File: config.mk
export PLATFORM = sky130hd
export DESIGN_NAME = gif_block_structure_parser_flat
export DESIGN_NICKNAME = d
export VERILOG_FILES = /design/src/sv/gbsp_pkg.sv /design/src/sv/gbsp_in_if.sv /design/src/sv/gbsp_out_if.sv /design/src/sv/gbsp_tagger.sv /design/src/sv/gbsp_out_stage.sv /design/src/sv/gif_block_structure_parser.sv /design/src/flat_wrapper.sv
export SDC_FILE = /design/constraint.sdc
export NUM_CORES = 1
export LEC_CHECK = 0
export ABC_AREA = 1
export BUFFER_PORTS_ARGS = -buffer_cell sky130_fd_sc_hd__buf_2
export CORE_ASPECT_RATIO = 0.9
export CORE_MARGIN = 4
export CORE_UTILIZATION = 40
export CTS_CLUSTER_DIAMETER = 120
export DETAILED_ROUTE_END_ITERATION = 12
export GPL_ROUTABILITY_DRIVEN = 0
export PLACE_DENSITY = 0.61
export SYNTH_ARGS = -nofsm -noshare
export SYNTH_HDL_FRONTEND = slang
export SYNTH_SLANG_ARGS = --single-unit
export TNS_END_PERCENT = 100
File: constraint.sdc
create_clock -name clk -period 2.7 [get_ports clk]
set_clock_uncertainty 0.2 [all_clocks]
set_input_delay 0.135 -clock clk [delete_from_list [all_inputs] [get_ports clk]]
set_output_delay 0.135 -clock clk [all_outputs]
set_load 0.05 [all_outputs]
File: src/sv/gbsp_pkg.sv
// ----------------------------------------------------------------------------
// gbsp_pkg: shared types and constants of the GIF block structure parser
// Holds the phase encoding, the section codes and the structs that carry
// parser state and tagged words between the modules.
// ----------------------------------------------------------------------------
package gbsp_pkg;

  localparam logic [7:0] TRAILER_BYTE   = 8'h3B;
  localparam int unsigned TABLE_FLAG_BIT = 7;
  localparam logic [9:0] OFFSET_LIMIT   = 10'd767;

  // Section codes as they appear on the result channel.
  localparam logic [3:0] SEC_SIG      = 4'd0;
  localparam logic [3:0] SEC_SCREEN   = 4'd1;
  localparam logic [3:0] SEC_GTABLE   = 4'd2;
  localparam logic [3:0] SEC_SEP      = 4'd3;
  localparam logic [3:0] SEC_IMGDESC  = 4'd4;
  localparam logic [3:0] SEC_LTABLE   = 4'd5;
  localparam logic [3:0] SEC_CODESIZE = 4'd6;
  localparam logic [3:0] SEC_BLKLEN   = 4'd7;
  localparam logic [3:0] SEC_BLKDATA  = 4'd8;
  localparam logic [3:0] SEC_TRAILER  = 4'd9;
  localparam logic [3:0] SEC_AFTER    = 4'd10;

  // Parser phase, one-hot. The trailer is never a resting phase: the
  // trailer byte is seen in the separator phase and moves straight on.
  typedef enum logic [9:0] {
    PH_SIG      = 10'b00_0000_0001,
    PH_SCREEN   = 10'b00_0000_0010,
    PH_GTABLE   = 10'b00_0000_0100,
    PH_SEP      = 10'b00_0000_1000,
    PH_IMGDESC  = 10'b00_0001_0000,
    PH_LTABLE   = 10'b00_0010_0000,
    PH_CODESIZE = 10'b00_0100_0000,
    PH_BLKLEN   = 10'b00_1000_0000,
    PH_BLKDATA  = 10'b01_0000_0000,
    PH_AFTER    = 10'b10_0000_0000
  } phase_t;

  typedef struct packed {
    phase_t      phase;
    logic [9:0]  count;
    logic [9:0]  table_bytes;
    logic [7:0]  held_flags;
    logic [7:0]  block_remaining;
  } state_t;

  typedef struct packed {
    logic [7:0] byte_out;
    logic [3:0] section;
    logic [9:0] offset_in_section;
    logic       end_of_file;
  } result_t;

  localparam state_t STATE_RESET = '{
    phase:           PH_SIG,
    count:           10'd0,
    table_bytes:     10'd0,
    held_flags:      8'd0,
    block_remaining: 8'd0
  };

endpackage

File: src/sv/gbsp_in_if.sv
// ----------------------------------------------------------------------------
// gbsp_in_if: byte channel into the GIF block structure parser
// Valid/ready channel carrying one stream byte and its restart mark.
// ----------------------------------------------------------------------------
interface gbsp_in_if;
  logic       valid;
  logic       ready;
  logic [7:0] data_byte;
  logic       restart;

  modport source (output valid, output data_byte, output restart, input ready);
  modport sink (input valid, input data_byte, input restart, output ready);
endinterface

File: src/sv/gbsp_out_if.sv
// ----------------------------------------------------------------------------
// gbsp_out_if: tag channel out of the GIF block structure parser
// Valid/ready channel carrying one byte with its section tag.
// ----------------------------------------------------------------------------
interface gbsp_out_if;
  logic       valid;
  logic       ready;
  logic [7:0] byte_out;
  logic [3:0] section;
  logic [9:0] offset_in_section;
  logic       end_of_file;

  modport source (
    output valid, output byte_out, output section, output offset_in_section,
    output end_of_file, input ready
  );
  modport sink (
    input valid, input byte_out, input section, input offset_in_section,
    input end_of_file, output ready
  );
endinterface

File: src/sv/gbsp_tagger.sv
// ----------------------------------------------------------------------------
// gbsp_tagger: next-state and tag logic of the parser
// From the current parser state and one stream byte, works out the tag of
// that byte and the state that follows it.
// ----------------------------------------------------------------------------
module gbsp_tagger (
  input  gbsp_pkg::state_t  state,
  input  logic [7:0]        data_byte,
  input  logic              restart,
  output gbsp_pkg::state_t  state_next,
  output gbsp_pkg::result_t result
);

  // Colour table length: three bytes per entry, 2^(size+1) entries.
  function automatic logic [9:0] table_len(input logic [7:0] flags);
    logic [10:0] len;
    len = 11'd3 << ({1'b0, flags[2:0]} + 4'd1);
    return len[9:0];
  endfunction

  gbsp_pkg::state_t cur;
  logic [7:0]       flags;
  logic [9:0]       clamped;

  always_comb begin
    cur        = restart ? gbsp_pkg::STATE_RESET : state;
    state_next = cur;
    flags      = cur.held_flags;
    clamped    = (cur.count > gbsp_pkg::OFFSET_LIMIT) ? gbsp_pkg::OFFSET_LIMIT : cur.count;

    result.byte_out          = data_byte;
    result.offset_in_section = cur.count;
    result.end_of_file       = 1'b0;
    result.section           = gbsp_pkg::SEC_AFTER;

    unique case (cur.phase)
      gbsp_pkg::PH_SIG: begin
        result.section = gbsp_pkg::SEC_SIG;
        if (cur.count >= 10'd5) begin
          state_next.phase = gbsp_pkg::PH_SCREEN;
          state_next.count = 10'd0;
        end else begin
          state_next.count = cur.count + 10'd1;
        end
      end
      gbsp_pkg::PH_SCREEN: begin
        result.section = gbsp_pkg::SEC_SCREEN;
        if (cur.count == 10'd4) begin
          flags = data_byte;
        end
        state_next.held_flags = flags;
        if (cur.count >= 10'd6) begin
          state_next.count = 10'd0;
          if (flags[gbsp_pkg::TABLE_FLAG_BIT]) begin
            state_next.table_bytes = table_len(flags);
            state_next.phase       = gbsp_pkg::PH_GTABLE;
          end else begin
            state_next.phase = gbsp_pkg::PH_SEP;
          end
        end else begin
          state_next.count = cur.count + 10'd1;
        end
      end
      gbsp_pkg::PH_GTABLE, gbsp_pkg::PH_LTABLE: begin
        result.section = (cur.phase == gbsp_pkg::PH_GTABLE) ?
                         gbsp_pkg::SEC_GTABLE : gbsp_pkg::SEC_LTABLE;
        if (({1'b0, cur.count} + 11'd1) >= {1'b0, cur.table_bytes}) begin
          state_next.phase = (cur.phase == gbsp_pkg::PH_GTABLE) ?
                             gbsp_pkg::PH_SEP : gbsp_pkg::PH_CODESIZE;
          state_next.count = 10'd0;
        end else begin
          state_next.count = cur.count + 10'd1;
        end
      end
      gbsp_pkg::PH_SEP: begin
        state_next.count = 10'd0;
        if (data_byte == gbsp_pkg::TRAILER_BYTE) begin
          result.section     = gbsp_pkg::SEC_TRAILER;
          result.end_of_file = 1'b1;
          state_next.phase   = gbsp_pkg::PH_AFTER;
        end else begin
          result.section   = gbsp_pkg::SEC_SEP;
          state_next.phase = gbsp_pkg::PH_IMGDESC;
        end
      end
      gbsp_pkg::PH_IMGDESC: begin
        result.section = gbsp_pkg::SEC_IMGDESC;
        if (cur.count >= 10'd8) begin
          state_next.held_flags = data_byte;
          state_next.count      = 10'd0;
          if (data_byte[gbsp_pkg::TABLE_FLAG_BIT]) begin
            state_next.table_bytes = table_len(data_byte);
            state_next.phase       = gbsp_pkg::PH_LTABLE;
          end else begin
            state_next.phase = gbsp_pkg::PH_CODESIZE;
          end
        end else begin
          state_next.count = cur.count + 10'd1;
        end
      end
      gbsp_pkg::PH_CODESIZE: begin
        result.section   = gbsp_pkg::SEC_CODESIZE;
        state_next.phase = gbsp_pkg::PH_BLKLEN;
        state_next.count = 10'd0;
      end
      gbsp_pkg::PH_BLKLEN: begin
        result.section             = gbsp_pkg::SEC_BLKLEN;
        state_next.block_remaining = data_byte;
        state_next.count           = 10'd0;
        state_next.phase = (data_byte == 8'd0) ? gbsp_pkg::PH_SEP : gbsp_pkg::PH_BLKDATA;
      end
      gbsp_pkg::PH_BLKDATA: begin
        result.section = gbsp_pkg::SEC_BLKDATA;
        if (cur.block_remaining <= 8'd1) begin
          state_next.block_remaining = 8'd0;
          state_next.count           = 10'd0;
          state_next.phase           = gbsp_pkg::PH_BLKLEN;
        end else begin
          state_next.block_remaining = cur.block_remaining - 8'd1;
          state_next.count           = cur.count + 10'd1;
        end
      end
      default: begin
        // After the trailer, and any phase code that means nothing.
        result.section           = gbsp_pkg::SEC_AFTER;
        result.offset_in_section = clamped;
        state_next.phase         = gbsp_pkg::PH_AFTER;
        state_next.count = (clamped < gbsp_pkg::OFFSET_LIMIT) ? clamped + 10'd1 : clamped;
      end
    endcase
  end

endmodule

File: src/sv/gbsp_out_stage.sv
// ----------------------------------------------------------------------------
// gbsp_out_stage: result register of the parser
// Holds one tagged word until the receiver takes it, and reports whether a
// new word can be loaded in this cycle.
// ----------------------------------------------------------------------------
module gbsp_out_stage (
  input  logic               clk,
  input  logic               rst,
  input  logic               load,
  input  gbsp_pkg::result_t  result,
  output logic               space,
  gbsp_out_if.source         tag_chan
);

  logic              valid;
  gbsp_pkg::result_t held;

  assign space = !valid || tag_chan.ready;

  always_ff @(posedge clk) begin
    if (rst) begin
      valid <= 1'b0;
    end else if (load) begin
      valid <= 1'b1;
    end else if (tag_chan.ready) begin
      valid <= 1'b0;
    end
  end

  always_ff @(posedge clk) begin
    if (load) begin
      held <= result;
    end
  end

  assign tag_chan.valid             = valid;
  assign tag_chan.byte_out          = held.byte_out;
  assign tag_chan.section           = held.section;
  assign tag_chan.offset_in_section = held.offset_in_section;
  assign tag_chan.end_of_file       = held.end_of_file;

endmodule

File: src/sv/gif_block_structure_parser.sv
// ----------------------------------------------------------------------------
// gif_block_structure_parser: tags each byte of a GIF stream with its section
// Follows the container structure of a GIF file byte by byte and reports,
// for every byte, the section it lies in and its offset there.
// ----------------------------------------------------------------------------
// Use: bytes of the file arrive on byte_chan, one word per handshake, with
// restart set on the first byte of each new file. Every accepted word yields
// exactly one word on tag_chan: the byte itself, its section code, its offset
// within that section and an end-of-file flag that is set on the trailer.
// A word accepted on byte_chan is offered on tag_chan in the cycle after it
// is taken. Throughput is one word per cycle while tag_chan is not stalled,
// set by the single result register; the parser state advances in the same
// cycle as the byte is taken, so consecutive bytes need no gap.
// When the receiver stalls, the result register holds its word and
// byte_chan.ready stays high only while that word is being taken in the
// same cycle, so nothing is dropped or repeated.
// A synchronous reset puts the parser at the first byte of the signature
// and empties the result register; restart does the same for the parser
// state, in line with the byte that carries it.
// ----------------------------------------------------------------------------
module gif_block_structure_parser (
  input  logic        clk,
  input  logic        rst,
  gbsp_in_if.sink     byte_chan,
  gbsp_out_if.source  tag_chan
);

  // Parser state: phase, offset counter, colour table length, the last
  // packed flags byte and the bytes left in the current sub-block.
  gbsp_pkg::state_t  state;
  gbsp_pkg::state_t  state_next;
  gbsp_pkg::result_t result;
  logic              space;
  logic              accept;

  assign byte_chan.ready = space;
  assign accept          = byte_chan.valid && space;

  // All the structure tracking for one byte is a single combinational step.
  gbsp_tagger u_tagger (
    .state      (state),
    .data_byte  (byte_chan.data_byte),
    .restart    (byte_chan.restart),
    .state_next (state_next),
    .result     (result)
  );

  // The state moves on only when a byte is actually accepted.
  always_ff @(posedge clk) begin
    if (rst) begin
      state <= gbsp_pkg::STATE_RESET;
    end else if (accept) begin
      state <= state_next;
    end
  end

  // The tagged word waits here until the receiver takes it.
  gbsp_out_stage u_out_stage (
    .clk      (clk),
    .rst      (rst),
    .load     (accept),
    .result   (result),
    .space    (space),
    .tag_chan (tag_chan)
  );

endmodule

File: src/flat_wrapper.sv
// flat-port wrapper written by rule: the top's interface ports become plain ports
module gif_block_structure_parser_flat 
  (clk, rst, byte_chan_valid, byte_chan_data_byte, byte_chan_restart, byte_chan_ready, tag_chan_valid, tag_chan_byte_out, tag_chan_section, tag_chan_offset_in_section, tag_chan_end_of_file, tag_chan_ready);
  gbsp_in_if byte_chan_i ();
  gbsp_out_if tag_chan_i ();
  input  logic clk;
  input  logic rst;
  input wire logic [$bits(byte_chan_i.valid)-1:0] byte_chan_valid;
  input wire logic [$bits(byte_chan_i.data_byte)-1:0] byte_chan_data_byte;
  input wire logic [$bits(byte_chan_i.restart)-1:0] byte_chan_restart;
  output wire logic [$bits(byte_chan_i.ready)-1:0] byte_chan_ready;
  output wire logic [$bits(tag_chan_i.valid)-1:0] tag_chan_valid;
  output wire logic [$bits(tag_chan_i.byte_out)-1:0] tag_chan_byte_out;
  output wire logic [$bits(tag_chan_i.section)-1:0] tag_chan_section;
  output wire logic [$bits(tag_chan_i.offset_in_section)-1:0] tag_chan_offset_in_section;
  output wire logic [$bits(tag_chan_i.end_of_file)-1:0] tag_chan_end_of_file;
  input wire logic [$bits(tag_chan_i.ready)-1:0] tag_chan_ready;
  assign byte_chan_i.valid = byte_chan_valid;
  assign byte_chan_i.data_byte = byte_chan_data_byte;
  assign byte_chan_i.restart = byte_chan_restart;
  assign byte_chan_ready = byte_chan_i.ready;
  assign tag_chan_valid = tag_chan_i.valid;
  assign tag_chan_byte_out = tag_chan_i.byte_out;
  assign tag_chan_section = tag_chan_i.section;
  assign tag_chan_offset_in_section = tag_chan_i.offset_in_section;
  assign tag_chan_end_of_file = tag_chan_i.end_of_file;
  assign tag_chan_i.ready = tag_chan_ready;
  gif_block_structure_parser u_core (.clk(clk), .rst(rst), .byte_chan(byte_chan_i), .tag_chan(tag_chan_i));
endmodule
==> impl_summary.log <==
INFO  metric firstDrtPassIters = 6
INFO  metric ir_worst_vdd = between 0.2 and 0.3 mV
INFO  metric synth_area = approximately 0.0050 sq mm
INFO  metric dieHeight = 114 um
INFO  metric nets = just under 900
INFO  metric fillers = 1206
INFO  metric timing.critical_path.from_type = flip-flop
INFO  metric crit-reg2reg-capture = u_core.state[28]
INFO  metric global_route.usage.met3 = around 3.2%
INFO  metric tritoncts.num_buffers = 9
INFO  metric timing.critical_path.fanout_max = 4
INFO  metric grt_start_max_net_pins = 35
INFO  metric report.final.slew_viol_count = 0
INFO  metric synth_ff_type = sky130_fd_sc_hd__dfxtp_1
INFO  metric cells_traversed_along_the_worst_timing_path = nand2_4, inv_2, nand2_4, nor2_4, buf_6, nand2_4, xor2_2, ha_1, a21o_1, a21oi_2, nand2_1, inv_2, nand2_2, inv_2, nand2_4, nand3b_2, nand2_1, a21oi_1
INFO  metric initial_core_util = 41.1%
INFO  metric global_route.usage.met1 = between 30% and 40%
INFO  metric wire_length_of_the_first_global_routing_pass = 24900 um
INFO  metric synth.distinct_cells = 46
INFO  metric grt_overflow = 0
INFO  metric worst_reg_to_reg_cells = 18
INFO  metric final-seq-area = 0.00156 sq mm
INFO  metric drcViolationCount = 0
INFO  metric coreArea = 0.0122 sq mm
INFO  metric slew-limit-headroom = between 50 and 60%
INFO  metric std_cell_rows = 38
INFO  metric holdWs = between 0.15 and 0.2 ns
INFO  metric worst_slew_pin_slew = around 0.68 ns
INFO  metric postRouteWirelength = between 15000 and 20000 um
INFO  metric clock_latency_on_the_worst_skew_pair = around 0.34 ns
INFO  metric end_kind = flip-flop
INFO  metric worst_slack = 0.0843 ns
INFO  metric grt_pass1_vias = between 5000 and 6000
INFO  metric rsz0062_at_grt = true
INFO  metric grt_antenna_before_repair = 0
INFO  metric power_density = a little under 500 mW/mm^2
INFO  metric critical_path_class = flip-flop to flip-flop
INFO  metric worstSetupStartpoint = u_core.state[26]
INFO  metric area_growth_syn_to_layout = 25.6%
INFO  metric netlist_instances = 775
INFO  metric cpPeakStageDelay = ~0.35 ns
INFO  metric die_x = between 100 and 150 um
INFO  metric crit_path_frequent_cell = sky130_fd_sc_hd__nand2_4
INFO  metric cts_max_level = 3
INFO  metric clk_transition_reported_paths = 0.06 ns
INFO  metric vias_per_cell = roughly 5.3
INFO  metric postSynthAreaPerCell = ~6.5 sq um
INFO  metric finalWorstPathRequiredPeriod = approximately 2.6 ns
INFO  metric worstReg2RegStart = u_core.state[26]
INFO  metric achievable-frequency = roughly 380 MHz
INFO  metric r2r_slack = between 0.08 and 0.09 ns
INFO  metric worst_hold_class = primary input to flip-flop
INFO  metric final_cell_mix = sky130_fd_sc_hd__nand2_1, sky130_fd_sc_hd__inv_1, sky130_fd_sc_hd__nor2_1, sky130_fd_sc_hd__nand3_1, sky130_fd_sc_hd__o21ai_0
INFO  metric global_route.usage.met2 = roughly 33%
INFO  metric synthesis.nets = about 800
INFO  metric worst_setup_path_endpoint = u_core.state[28]
INFO  metric port-buffer-count = 37
INFO  metric max_cap_violations = 0
INFO  metric final_antenna_net_count = 0
INFO  metric number_of_enable_type_register_cells_in_the_synthesized_netlist = 23
INFO  metric layout_commonest_cell = sky130_fd_sc_hd__nand2_1
INFO  metric detail_route.iter0.violations = between 400 and 500
INFO  metric p_leak = 3.19 nW
INFO  metric synth.yosys.warnings = 0
INFO  metric grt-busiest-layer = met2
INFO  metric synth_async_sr_flop_share = 0%
INFO  metric num_vias = ~5400
INFO  metric clock_sink_count = 66
INFO  metric pre_cts_slack = -0.157 ns
INFO  metric outcome = completed
INFO  metric final-setup-viol-count = 0
INFO  metric timing.final.crit_share = around 97%
INFO  metric dpl.hpwl = ~11000 um
INFO  metric route.detailed.wl_per_inst = 14.8 um
INFO  metric timing.final.hold_violations = 0
INFO  metric drive_gt1_share = ~23%
INFO  metric multi_input_comb_area = a little over 0.003 sq mm
INFO  metric track_usage = a little over a fifth
INFO  metric tritoncts = yes
INFO  metric seq_area_frac_synth = a little under a third
INFO  metric clock_tree.root_cell = sky130_fd_sc_hd__clkbuf_16
INFO  metric io_pins = 38
INFO  metric p_total = 3.08 mW
INFO  metric die-area = 0.0144 sq mm
INFO  metric cp_data_required_time = ~2.8 ns
INFO  metric antenna-diode-count = 0
INFO  metric post_route_setup_tns = 0 ns
INFO  metric ys_seq_elements = 66
INFO  metric timing.critical_path.slowest_stage_cell = sky130_fd_sc_hd__dfxtp_2
INFO  metric cp.arrival = between 2 and 3 ns
INFO  metric max-clock-path-buffers = 2
## metal layers
layer / share of wire [%] / vias up / wire length [um]
li1: - / 2696 / -
met1: 47 / 2508 / 7110
met2: 45 / 208 / 6770
met3: 7.1 / 22 / 1070
met4: 1.7 / 0 / 259
met5: 0 / - / 0
## worst max-delay path, delay by kind of cell (launching register included)
kind | cells | cell delay (ns)
compound gates | 3 | 0.41
xor+xnor | 1 | 0.16
simple gates | 9 | 0.72
flops | 1 | 0.35
fa+ha+maj | 1 | 0.31
buf+inv | 4 | 0.38
## cells by family (layout without fill, tap and decap cells)
family,count (synthesis),after routing,synth area share (%)
and+or+nand+nor,409,410,37.1
DFF,66,66,31.0
xor gates and xnor gates,8,8,1.40
AOI/OAI and AO/OA,130,130,14.4
buffers and inverters,143,232,11.3
adders and majority gates,19,19,4.75
## registers in the layout, indices dropped and copies added, names as in the netlist
| name | cells |
|---|---|
| u_core.state | 42 |
| u_core.u_out_stage.tag_chan.byte_out | 8 |
| u_core.u_out_stage.tag_chan.end_of_file | 1 |
| u_core.u_out_stage.tag_chan.offset_in_section | 10 |
| u_core.u_out_stage.tag_chan.section | 4 |
| u_core.u_out_stage.tag_chan.valid | 1 |
## synthesized netlist by cell type (3+ instances only)
library cell,number,area share [%]
sky130_fd_sc_hd__inv_1,109,8.2
sky130_fd_sc_hd__ha_1,19,4.7
sky130_fd_sc_hd__o221ai_1,3,0.52
sky130_fd_sc_hd__o21ai_2,3,0.52
sky130_fd_sc_hd__nand2_2,12,1.5
sky130_fd_sc_hd__edfxtp_1,23,14
sky130_fd_sc_hd__nor3_1,3,0.30
sky130_fd_sc_hd__nand2_4,8,1.8
sky130_fd_sc_hd__xor2_1,8,1.4
sky130_fd_sc_hd__clkbuf_1,13,0.97
sky130_fd_sc_hd__nand4_1,14,1.7
sky130_fd_sc_hd__nor2_1,81,6.1
sky130_fd_sc_hd__nor2_4,3,0.67
sky130_fd_sc_hd__o21ai_0,50,5.0
sky130_fd_sc_hd__dfxtp_1,43,17
sky130_fd_sc_hd__o21ai_1,11,1.1
sky130_fd_sc_hd__a31oi_1,8,1.0
sky130_fd_sc_hd__buf_2,3,0.30
sky130_fd_sc_hd__nand2_1,204,15
sky130_fd_sc_hd__inv_2,13,0.97
sky130_fd_sc_hd__a21oi_1,40,4.0
sky130_fd_sc_hd__o211ai_1,5,0.75
sky130_fd_sc_hd__nand3_1,70,7.0
## power breakdown
group / internal, mW / total, mW / switching, mW
Sequential: 1.09 / 1.13 / 0.0312
Clock: 0.737 / 1.19 / 0.456
Combinational: 0.256 / 0.758 / 0.502
Total: 2.09 / 3.08 / 0.990
## worst min path at each step
stage | startpoint | end | slack (ns) | cells past startpoint
2_1_floorplan | byte_chan_data_byte[0] | u_core.u_out_stage.tag_chan.byte_out[0] | 0.03 | 0
3_3_place_gp | byte_chan_data_byte[5] | u_core.u_out_stage.tag_chan.byte_out[5] | 0.13 | 1
3_5_place_dp | byte_chan_data_byte[4] | u_core.u_out_stage.tag_chan.byte_out[4] | 0.13 | 1
4_1_cts | byte_chan_valid | u_core.state[43] | 0.15 | 5
5_1_grt | byte_chan_valid | u_core.state[41] | 0.20 | 5
6_report | byte_chan_valid | u_core.state[41] | 0.17 | 5
## through the flow
step / utilization, % / cells / area, sq um
2_1_floorplan: - / 775 / 5010
3_3_place_gp: 46.2 / 994 / 5630
3_5_place_dp: 46.2 / 994 / 5630
4_1_cts: 50.1 / 1022 / 6100
5_1_grt: 51.7 / 1025 / 6290
6_report: 51.7 / 1025 / 6290
## final cells by class
| class | instances | share of cell area (%) |
|---|---|---|
| well taps | 160 | 3.18 |
| clock buffers | 11 | 3.86 |
| inverters | 123 | 7.34 |
| multi-input cells | 567 | 49.4 |
| flip-flops and latches | 66 | 24.8 |
| clock inverters | 5 | 0.836 |
| repair buffers | 93 | 10.6 |
## what timing repair did
item,in CTS,in global routing
pin swaps,13,23
hold buffers,11,0
resized for setup,15,51
hold endpoints to repair,15,0
endpoints found under the setup margin,13,33
gates cloned,0,1
setup buffers,1,2
Power figures use the tool's default switching activity.
